## src/sv/pds_pkg.sv

```systemverilog
package pds_pkg;

    // Page index width on the request channel
    localparam int IDX_W = 16;

    // Event codes
    localparam logic [2:0] CMD_ALLOC       = 3'd0;
    localparam logic [2:0] CMD_MAP_ADD     = 3'd1;
    localparam logic [2:0] CMD_MAP_DEC     = 3'd2;
    localparam logic [2:0] CMD_FREE_CHECK  = 3'd3;
    localparam logic [2:0] CMD_REUSE_QUERY = 3'd4;
    localparam logic [2:0] CMD_READ_STATE  = 3'd5;
    localparam logic [2:0] CMD_CAS         = 3'd6;

    // Page state codes
    localparam logic [2:0] ST_NULL      = 3'd0;
    localparam logic [2:0] ST_VOLATILE  = 3'd1;
    localparam logic [2:0] ST_FIX       = 3'd2;
    localparam logic [2:0] ST_WATCH     = 3'd3;
    localparam logic [2:0] ST_ENQUE     = 3'd4;
    localparam logic [2:0] ST_WATCH_QUE = 3'd5;
    localparam logic [2:0] ST_CHG       = 3'd6;
    localparam logic [2:0] ST_IDLE      = 3'd7;

    typedef struct packed {
        logic [2:0]       cmd;
        logic [IDX_W-1:0] page_index;
        logic             map_count_nonzero;
        logic             from_tracked_process;
        logic [2:0]       expected_state;
        logic [2:0]       replacement_state;
    } req_t;

    typedef struct packed {
        logic       ok;
        logic [2:0] prior_state;
        logic       bump_volatile_count;
        logic       tree_insert_request;
        logic       tree_delete_request;
        logic       clear_scan_count;
    } rsp_t;

    typedef enum logic [1:0] {
        CTRL_CLEAR,
        CTRL_IDLE,
        CTRL_LOOKUP,
        CTRL_EXEC
    } ctrl_state_t;

    // Controller to datapath
    typedef struct packed {
        logic clear_en;
        logic capture;
        logic lookup;
        logic execute;
    } ctrl_cmd_t;

    // Datapath to controller
    typedef struct packed {
        logic clear_done;
    } dp_status_t;

endpackage

```

## src/sv/pds_ctrl.sv

```systemverilog
module pds_ctrl (
    input  logic                   clk,
    input  logic                   rst_n,
    input  logic                   start,
    input  pds_pkg::dp_status_t    status,
    output pds_pkg::ctrl_cmd_t     ctrl,
    output logic                   busy
);

    pds_pkg::ctrl_state_t state_reg;
    pds_pkg::ctrl_state_t state_next;

    // State register
    always_ff @(posedge clk or negedge rst_n)
    begin
        if (!rst_n)
        begin
            state_reg <= pds_pkg::CTRL_CLEAR;
        end
        else
        begin
            state_reg <= state_next;
        end
    end

    // Sequence: clear sweep after reset, then capture, lookup, execute per request
    always_comb
    begin
        state_next = state_reg;
        ctrl       = '0;
        case (state_reg)
            pds_pkg::CTRL_CLEAR:
            begin
                ctrl.clear_en = 1'b1;
                if (status.clear_done)
                begin
                    state_next = pds_pkg::CTRL_IDLE;
                end
            end
            pds_pkg::CTRL_IDLE:
            begin
                if (start)
                begin
                    ctrl.capture = 1'b1;
                    state_next   = pds_pkg::CTRL_LOOKUP;
                end
            end
            pds_pkg::CTRL_LOOKUP:
            begin
                ctrl.lookup = 1'b1;
                state_next  = pds_pkg::CTRL_EXEC;
            end
            pds_pkg::CTRL_EXEC:
            begin
                ctrl.execute = 1'b1;
                state_next   = pds_pkg::CTRL_IDLE;
            end
            default:
            begin
                state_next = pds_pkg::CTRL_IDLE;
            end
        endcase
    end

    assign busy = (state_reg != pds_pkg::CTRL_IDLE);

endmodule

```

## config.mk

```make
export PLATFORM = sky130hd
export DESIGN_NAME = pds_ctrl
export DESIGN_NICKNAME = d
export VERILOG_FILES = /design/src/sv/pds_pkg.sv /design/src/sv/pds_ctrl.sv
export SDC_FILE = /design/constraint.sdc
export NUM_CORES = 1
export LEC_CHECK = 0
export BUFFER_PORTS_ARGS = -buffer_cell sky130_fd_sc_hd__buf_2
export CAP_MARGIN = 40
export CORE_AREA = 2 2 39 41
export CTS_BUF_LIST = sky130_fd_sc_hd__clkbuf_8
export DETAILED_ROUTE_END_ITERATION = 7
export DIE_AREA = 0 0 41 43
export PLACE_DENSITY = 0.42
export SLEW_MARGIN = 20
export SYNTH_ARGS = -nofsm -noshare
export SYNTH_HDL_FRONTEND = slang
export SYNTH_SLANG_ARGS = --single-unit
```

## constraint.sdc

```tcl
create_clock -name clk -period 3.4 [get_ports clk]
set_input_delay 0.51 -clock clk [delete_from_list [all_inputs] [get_ports clk]]
set_output_delay 0.51 -clock clk [all_outputs]
set_load 0.01 [all_outputs]
```

# Yosys cells after proc, flatten, opt, wreduce, memory -nomap -nowiden

Index checks and enable logic that the tools add are counted.
W data, S select, Z words.

Logic and storage cells: 17
Flip-flop bits (word level): 2
Input port bits: 4
Output and inout bits: 5

Multiplexer cells: 8
Eq/ne operators: 6
Reduce and logical (&&, ||, !) cells: 2

Operator list:

| cell                 | count |
|---|---|
| $pmux W2 S4          | 1 |
| $mux W1              | 5 |
| $eq A2 B2 Y1 const B | 2 |
| $mux W2              | 2 |
| $ne A2 B2 Y1 const B | 2 |
| $eq A2 B1 Y1 const B | 1 |
| $logic_not A2 Y1     | 1 |
| $ne A2 B1 Y1 const B | 1 |
| $reduce_and A2 Y1    | 1 |

# Depth between registers and ports, before layout

Gate-level depths: netlist (run 1).

Word-level depth: 3
Depth in mapped cells: 5
Mapped depth without buffers: 5

# Worst setup path after synthesis (run 1)

OpenSTA, ideal clock, no wires.

Kind: reg2out
Start: register state_reg[1]
End: output ctrl[2] in the netlist's numbering
Data required time: 2.890 ns
Cell stages (with the launch flop): 5
Path slack: 1.976 ns
Arrival: 0.914 ns
Path buffers: 0
Path through: dfrtp_1 > inv_1 > ha_1 > inv_1 > nor2_1

RTL lines:

| what                     | RTL line       | source |
|---|---|---|
| start: declaration       | pds_ctrl.sv:10 | `pds_pkg::ctrl_state_t state_reg;` |
| start signal: assignment | pds_ctrl.sv:18 | `state_reg <= pds_pkg::CTRL_CLEAR;` |
| start signal: assignment | pds_ctrl.sv:22 | `state_reg <= state_next;` |
| end: declaration         | pds_ctrl.sv:6  | `output pds_pkg::ctrl_cmd_t ctrl,` |

==> metrics.md, run 1 <==
| Metric | Value |
|---|---|
| Run status | finished clean |
| NetSw | 84.81 µW |
| Setup Total Neg Slack | 0 ns |
| Final count of hold timing violations | 0 |
| Mean Syn Cell Area | 10.40 µm² |
| Number of detailed-route iterations in the first pass | 2 |
| Detail Placement HPWL | 254.6 µm |
| GRT Total Usage | 0.05729 |
| Max-cap viol count | 0 |
| P&R area growth vs syn | 60.90% |
| Initial antenna violation count | 0 |
| Postcts setup bufs | 0 |
| Switching share of total power | 0.3346 |
| Relative slew margins | 0.9114 |
| RSZ-0062 raised after global routing | false |
| Area leader, netlist | dfrtp_1 |
| Drc violations | 0 |
| Initial Util | 0.1203 |
| Die X | 41 µm |
| Grt total ovfl | 0 |
| Arrival @ worst endpoint | 1.18 ns |
| Root Buffer Master | clkbuf_8 |
| Largest cells by area after synthesis | dfrtp_1 (30%), ha_1 (30%), inv_1 (9.0%), mux2_4 (9.0%), nor2b_4 (8.3%) |
| Syn nets | 24 |
| Fillers | 155 |
| # diodes | 0 |
| Max reg flops | 2 |
| Hold_buf cts | 0 |
| Reg power frac | 0.188 |
| GR met2 Demand/Resource | 0.04375 |
| H-tree Lvls | 1 |
| GPL Wtd Cong | 0.6560 |
| Startpoint types | register |
| Core Box Area | 1384 µm² |
| Port Buf Inserts | 8 |
| Commonest non-fill, non-tap cell in the layout | buf_2 |
| Cells after Synth | 16 |
| GR Layer Usage met3 | 0.06283 |
| Yosys warns | 0 |
| CP most frequent cell | inv_1 |
| Proportion of power drawn by the clock network | 0.365 |
| Final setup violation count | 0 |
| Met1 usage | 0.07097 |
| Most frequent cells in the layout | buf_2 (8), inv_1 (4), ha_1 (4), clkbuf_8 (3) |
| Row count | 14 |
| Pwr per Cell Area | 946.7 nW/µm² |
| DRT antenna net count | 0 |
| Post-DP Area | 226.5 µm² |
| First-pass GRT wire length | 552 µm |
| Busiest grt layer | met1 |
| Worst slew pin tran | 0.1316 ns |
| Yosys top cell area share | 0.3008 |
| Final Cell Area | 267.8 µm² |
| Hold Crit Class | input port to async pin |
| Net total in the final layout | 37 |
| PostCTS Resize Cnt | 0 |
| Critical-path top delay cell | dfrtp_1 |
| F_max | 0.5900 GHz |
| Crit-path cells | inv_1 -> ha_1 -> inv_1 -> nor2_1 -> buf_2 |
| Crit path largest cell delay | 0.40 ns |
| CTS clk-pin slew, worst paths | 0.03 ns |
| Drt initial violations | 1 |
| Worst Skew | 0.002774 ns |
| Number of global-route vias before repair | 131 |
| CP Capture Type | output pin |
| Post-synth cell types | 8 |
| Tmin final | 1.695 ns |
| Peak VDD IR | 273.6 µV |
| Largest net degree at the start of global routing | 5 |
| Die H | 43 µm |
| Internal cell power | 168.7 µW |
| Clk_lat worst skew | 0.21 ns |
| Mean number of vias per cell | 3.279 |
| Max-slew violation count | 0 |
| Sequential area share after synthesis | 0.3008 |
| Boundary pin count | 9 |
| CTS max path bufs | 2 |
| DR WL/cell | 7.791 µm |
| Lkg Pwr | 0.0001506 µW |
| Die area | 1763 µm² |
| Yosys reg bits | 2 |
| Gate power share | 0.447 |
| Total CTS buffers | 3 |
| Layout cell share with drive strength beyond 1 | 0.5185 |
| CP Data Required Time | 2.89 ns |
| Routed via count | 141 |
| Clk sinks | 2 |
| Synth Cell Area | 166.4 µm² |
| Routed wire length | 335 µm |
| Setup CP Type | register to output pin |
| CP max FO | 4 |
| CTS tree | done |
| Final period util | 0.4985 |
[through the flow]
| step | hold slack [ns] | setup WS (ns) | util | instances | total power (µW) |
|---|---|---|---|---|---|
| 3_3_place_gp | 0.2984 | 1.926 | 0.1637 | 40 | 160.8 |
| 6_report | 0.07901 | 1.705 | 0.1935 | 43 | 253.5 |
| 3_5_place_dp | 0.2981 | 1.937 | 0.1637 | 40 | 161.2 |
| 2_1_floorplan | 0.2144 | 1.976 | - | 16 | 128.1 |
| 5_1_grt | 0.07057 | 1.580 | 0.1935 | 43 | 278.2 |
| 4_1_cts | 0.07599 | 1.695 | 0.1935 | 43 | 259.1 |
[layer usage]
layer,share of wire,vias up
met5,0,-
met4,0,0
met3,0.19,0
met2,0.34,11
met1,0.46,59
li1,-,71
[cell type report]
cell class              count  area, µm²  area share
repair buffers              8      40.04      0.1495
multi-input cells          10      101.3      0.3785
flip-flops and latches      2      50.05      0.1869
inverters                   4      15.01     0.05607
well taps                  16      20.02     0.07477
clock buffers               3      41.29      0.1542
[synthesized netlist by cell type]
cell type	number
dfrtp_1	2
nor2_1	1
a21oi_2	1
nor2b_4	1
inv_1	4
mux2_4	1
ha_1	4
o21ai_0	2
[path summary, 6_finish.rpt]
| path | end | startpoint | cells after the start | slack (ns) |
|---|---|---|---|---|
| max in group asynchronous | state_reg[0] | rst_n | 1 | 3.22 |
| min in group clk | state_reg[1] | state_reg[1] | 1 | 0.57 |
| min | state_reg[1] | rst_n | 1 | 0.08 |
| max reg2reg | state_reg[1] | state_reg[0] | 5 | 2.03 |
| min reg2reg | state_reg[1] | state_reg[1] | 1 | 0.57 |
| max | ctrl[2] | state_reg[1] | 5 | 1.71 |
[kinds of logic after synthesis]
kind of cell,synth area share
buffers and inverters,0.09020
adders and majority gates,0.3008
AOI/OAI and AO/OA,0.1128
and+or+nand+nor,0.1052
DFF,0.3008
muxes,0.09020
[critical path, delay by kind of cell (launching register included)]
kind          cells  cell delay, ns
simple gates      1            0.09
flops             1            0.40
fa+ha+maj         1            0.20
buf+inv           3            0.29
[power by group through the flow]
stage	Sequential [µW]	Clock (µW)	Combinational, µW
after floorplan	44.6	0	83.5
after global placement	48.0	0	113
after detailed placement	47.9	0	113
after CTS	48.1	96.4	115
after global routing	50.7	99.3	128
final	47.7	92.5	113
Power figures use the tool's default switching activity.
==> inputs of run 2 (changes only) <==
- PLACE_DENSITY: 0.42 -> 0.43
- clock period: 3.4 -> 1.45 ns (I/O delays scaled with it)
==> metrics.md, run 2 (synthesized netlist as in run 1, its figures left out) <==
| Metric | Value |
|---|---|
| Run status | finished clean |
| Number of detailed-route iterations in the first pass | 4 (+2) |
| Worst slew pin tran | 0.1301 ns (-0.001430 ns) |
| Detail Placement HPWL | 267.7 µm (+5.1%) |
| CTS clk-pin slew, worst paths | 0.03 ns (about the same) |
| Peak VDD IR | 414.6 µV (+52%) |
| Most frequent cells in the layout | buf_2 (8), inv_1 (4), ha_1 (3), clkbuf_8 (3) |
| H-tree Lvls | 1 (unchanged) |
| Final period util | 0.9420 |
| Boundary pin count | 9 (unchanged) |
| Routed wire length | 345 µm (+3.0%) |
| Startpoint types | register |
| Max reg flops | 2 (unchanged) |
| Fillers | 157 (+1.3%) |
| Core Box Area | 1384 µm² (unchanged) |
| Gate power share | 0.487 (+0.040) |
| Proportion of power drawn by the clock network | 0.349 (-0.016) |
| CP max FO | 4 (unchanged) |
| CP Capture Type | register |
| Mean number of vias per cell | 3.178 (-3.1%) |
| Hold path cells | 3 |
| Drt initial violations | 3 (+2) |
| # diodes | 0 (unchanged) |
| Tmin final | 1.366 ns |
| Max-slew violation count | 0 (unchanged) |
| Switching share of total power | 0.3285 (-0.006068) |
| FF-to-FF path depth | 5 (unchanged) |
| CP Data Required Time | 1.54 ns (-1.35 ns) |
| Total CTS buffers | 3 (unchanged) |
| Post-layout util | 0.2080 (+0.01447) |
| CTS max path bufs | 2 (unchanged) |
| Final count of hold timing violations | 0 (unchanged) |
| Internal cell power | 416.3 µW (+150%) |
| Post-DP Area | 234.0 µm² (+3.3%) |
| Setup Total Neg Slack | 0 ns (unchanged) |
| First-pass GRT wire length | 552 µm (unchanged) |
| Postcts setup bufs | 0 (unchanged) |
| Initial antenna violation count | 0 (unchanged) |
| GPL Wtd Cong | 0.6183 (-5.7%) |
| Commonest non-fill, non-tap cell in the layout | buf_2 |
| CP Capture Point | state_reg[1] |
| Setup CP Type | register to register |
| GRT Total Usage | 0.05717 (-0.0001149) |
| Critical Path Start | state_reg[0] |
| Arrival @ worst endpoint | 1.45 ns (+0.27 ns) |
| Largest net degree at the start of global routing | 5 (unchanged) |
| Port Buf Inserts | 8 (unchanged) |
| Net total in the final layout | 39 (+5.4%) |
| DR WL/cell | 7.667 µm (-1.6%) |
| Routed via count | 143 (+1.4%) |
| Worst Skew | 0.001069 ns (-0.001705 ns) |
| Relative slew margins | 0.9123 (+0.0009630) |
| Final setup violation count | 0 (unchanged) |
| F_max | 0.7322 GHz |
| Grt total ovfl | 0 (unchanged) |
| NetSw | 203.7 µW (+140%) |
| Setup ws final | 0.08417 ns (-1.621 ns) |
| Number of global-route vias before repair | 141 (+7.6%) |
| Setup slack, reg-to-reg | 0.08 ns (-1.95 ns) |
| Hold Crit Class | input port to register |
| Place WS | 0.08850 ns (-1.848 ns) |
| Final Cell Area | 287.8 µm² (+7.5%) |
| Row count | 14 (unchanged) |
| P&R area growth vs syn | 72.93% |
| RSZ-0062 raised after global routing | true |
| Reg2Reg Capture Point | state_reg[1] |
| Layout cell share with drive strength beyond 1 | 0.5517 (+0.03321) |
| Reg power frac | 0.164 (-0.024) |
| Lkg Pwr | 0.0001583 µW (+5.1%) |
| WHS | 0.3217 ns (+0.2427 ns) |
| Clk_lat worst skew | 0.21 ns (about the same) |
| Initial Util | 0.1203 (unchanged) |
| Pwr per Cell Area | 2155 nW/µm² (+130%) |
| Die H | 43 µm (unchanged) |
| DRT antenna net count | 0 (unchanged) |
| Root Buffer Master | clkbuf_8 |
| Drc violations | 0 (unchanged) |
| CTS tree | done |
| Die area | 1763 µm² (unchanged) |
| Clk sinks | 2 (unchanged) |
| Max-cap viol count | 0 (unchanged) |
| Worst r2r src | state_reg[0] |
| Die X | 41 µm (unchanged) |
## run 2: stage by stage
step	instances	total power, µW
detailed placement	41	398.8
floorplan	16	300.3
global placement	41	397.9
finish	45	620.0
CTS	45	628.9
global route	45	677.0
## run 2: worst min path at each step
stage	from	end	slack, ns
2_1_floorplan	rst_n	state_reg[0]	-0.08
3_3_place_gp	rst_n	state_reg[0]	0.01
3_5_place_dp	rst_n	state_reg[0]	0.008
4_1_cts	status	state_reg[0]	0.31
5_1_grt	status	state_reg[0]	0.33
6_report	status	state_reg[0]	0.32
## run 2: cell type report
class | instances | area [µm²] | area share
Sequential cell | 2 | 50.05 | 0.1739
Tap cell | 16 | 20.02 | 0.06957
Multi-Input combinational cell | 10 | 103.9 | 0.3609
Inverter | 4 | 15.01 | 0.05217
Timing Repair Buffer | 10 | 57.56 | 0.2000
Clock buffer | 3 | 41.29 | 0.1435
## run 2: layer usage
| metal | GRT usage | vias to the layer above | part of all wire |
|---|---|---|---|
| li1 | - | 75 | - |
| met1 | 0.06090 | 56 | 0.47 |
| met2 | 0.05000 | 12 | 0.33 |
| met3 | 0.05236 | 0 | 0.20 |
| met4 | 0.08000 | 0 | 0 |
| met5 | 0 | - | 0 |
## run 2: power by group through the flow
stage	sequential [µW]	combinational (µW)	clock, µW
after floorplan	105	196	0
after global placement	101	297	0
after detailed placement	102	297	0
after CTS	101	303	224
after global routing	105	342	230
final	102	302	216
## run 2: what timing repair did
| action | 4_1_cts | 5_1_grt |
|---|---|---|
| resized for setup | 0 | 1 |
| hold endpoints to repair | 2 | 0 |
| setup endpoints to repair | 0 | 1 |
| hold buffers | 1 | 0 |
## run 2: critical path, cell delays in order, from the launching register on
cell,delay (ns)
dfrtp_1,0.39
inv_1,0.08
ha_1,0.21
nor2b_4,0.13
a21oi_2,0.13
mux2_4,0.31
==> inputs of run 3 (changes only) <==
- PLACE_DENSITY: 0.43 -> 0.42
- clock period: 1.45 -> 1.68 ns (I/O delays scaled with it)
==> metrics.md, run 3 (synthesized netlist as in run 1, its figures left out) <==
| Metric | Value |
|---|---|
| Setup ws final | 0.2497 ns (+0.1656 ns) |
| Place WS | 0.3164 ns (+0.2279 ns) |
| # diodes | 0 (unchanged) |
| Run status | finished clean |
| Routed wire length | 345 µm (unchanged) |
| Largest net degree at the start of global routing | 5 (unchanged) |
| Max-slew violation count | 0 (unchanged) |
| Final Cell Area | 277.8 µm² (-3.5%) |
| Final period util | 0.8514 |
| Max reg flops | 2 (unchanged) |
| Startpoint types | register |
| PostCTS Resize Cnt | 0 (unchanged) |
| Crit-path cells | inv_1 -> ha_1 -> inv_1 -> nor2_1 -> buf_2 |
| Setup CP Type | register to output pin |
| CTS clk-pin slew, worst paths | 0.03 ns (about the same) |
| Commonest non-fill, non-tap cell in the layout | buf_2 |
| RSZ-0062 raised after global routing | false |
| Boundary pin count | 9 (unchanged) |
| Tmin final | 1.430 ns |
| Worst Skew | 0.001686 ns (+0.0006173 ns) |
| Arrival @ worst endpoint | 1.18 ns (-0.27 ns) |
| Clk_lat worst skew | 0.21 ns (about the same) |
| Hold Crit Class | input port to async pin |
| Drt initial violations | 1 (-2) |
| Worst slew pin tran | 0.1418 ns (+0.01164 ns) |
| Die X | 41 µm (unchanged) |
| Lkg Pwr | 0.0001548 µW (-2.2%) |
| Postcts setup bufs | 0 (unchanged) |
| Pwr per Cell Area | 1837 nW/µm² (-15%) |
| Mean number of vias per cell | 3.273 (+3.0%) |
| Die H | 43 µm (unchanged) |
| Hold_buf cts | 1 (unchanged) |
| Number of global-route vias before repair | 125 (-11%) |
| GRT Total Usage | 0.05321 (-0.003959) |
| GPL Wtd Cong | 0.6942 (+12%) |
| Final count of hold timing violations | 0 (unchanged) |
| Drc violations | 0 (unchanged) |
| Crit path largest cell delay | 0.40 ns (about the same) |
| Number of detailed-route iterations in the first pass | 2 (-2) |
| DR WL/cell | 7.841 µm (+2.3%) |
| CP Capture Point | ctrl[2] |
| Reg2Reg Capture Point | state_reg[1] |
| Peak VDD IR | 539.6 µV (+30%) |
| Layout cell share with drive strength beyond 1 | 0.5000 (-0.05172) |
| CP Data Required Time | 1.43 ns (-0.11 ns) |
| H-tree Lvls | 1 (unchanged) |
| Port Buf Inserts | 8 (unchanged) |
| Max-cap viol count | 0 (unchanged) |
| Relative slew margins | 0.9045 (-0.007842) |
| F_max | 0.6992 GHz |
| Net total in the final layout | 38 (-2.6%) |
| Final setup violation count | 0 (unchanged) |
| FF-to-FF path depth | 5 (unchanged) |
| Most frequent cells in the layout | buf_2 (8), inv_1 (4), ha_1 (4), clkbuf_8 (3) |
| CTS tree | done |
| Grt total ovfl | 0 (unchanged) |
| DRT antenna net count | 0 (unchanged) |
| P&R area growth vs syn | 66.92% |
| CP max FO | 4 (unchanged) |
| CTS max path bufs | 2 (unchanged) |
| Initial Util | 0.1203 (unchanged) |
| First-pass GRT wire length | 538 µm (-2.5%) |
| Initial antenna violation count | 0 (unchanged) |
| Setup slack, reg-to-reg | 0.31 ns (+0.23 ns) |
| Total CTS buffers | 3 (unchanged) |
| Routed via count | 144 (+0.70%) |
| CP Capture Type | output pin |
| Root Buffer Master | clkbuf_8 |
| Clk sinks | 2 (unchanged) |
| Setup Total Neg Slack | 0 ns (unchanged) |
| Row count | 14 (unchanged) |
| Critical-path top delay cell | dfrtp_1 |
| Post-DP Area | 226.5 µm² (-3.2%) |
| Core Box Area | 1384 µm² (unchanged) |
| CP most frequent cell | inv_1 |
| Post-layout util | 0.2007 (-0.007234) |
| Die area | 1763 µm² (unchanged) |
| Worst r2r src | state_reg[0] |
| Critical Path Start | state_reg[1] |
| Detail Placement HPWL | 261.2 µm (-2.4%) |
run 3: changes by cell type in the layout (fill, tap and decap cells not counted):
cell,change
ha_1,+1
ha_2,-1
buf_4,-1
run 3: how the worst min path moves through the flow:
stage,from,endpoint,slack (ns),cells past startpoint
global route,rst_n,state_reg[0],0.37,2
global placement,rst_n,state_reg[0],0.04,1
detailed placement,rst_n,state_reg[0],0.04,1
floorplan,rst_n,state_reg[0],-0.04,0
CTS,rst_n,state_reg[0],0.36,2
finish,rst_n,state_reg[0],0.36,2
run 3: cell type report:
class	instances	area (µm²)
flip-flops and latches	2	50.05
well taps	16	20.02
inverters	4	15.01
repair buffers	9	50.05
multi-input cells	10	101.3
clock buffers	3	41.29
fillers	161	1106
run 3: through the flow:
step / hold slack, ns / power, µW / cells
after detailed placement: 0.03827 / 326.1 / 40
after floorplan: -0.04359 / 259.2 / 16
final: 0.3614 / 510.1 / 44
after global placement: 0.04012 / 327.6 / 40
after global routing: 0.3662 / 560.0 / 44
after CTS: 0.3593 / 523.2 / 44
run 3: metal layers:
| metal | vias to the layer above | wire (µm) | global-route usage |
|---|---|---|---|
| met2 | 9 | 124 | 0.03750 |
| met5 | - | 0 | 0 |
| met1 | 62 | 176 | 0.07395 |
| met4 | 0 | 0 | 0.06000 |
| li1 | 73 | - | - |
| met3 | 0 | 44 | 0.04712 |
run 3: where the power goes:
group / internal, µW / switching [µW]
sequential: 72.1 / 25.7
combinational: 118 / 109
clock: 151 / 33.9
total: 342 / 169
run 3: worst max-delay path: cells and delay by family (launching register included):
family	cells	cell delay [ns]
flip-flops	1	0.40
buffers and inverters	3	0.28
adder cells (fa/ha/maj)	1	0.20
AND/OR/NAND/NOR	1	0.09
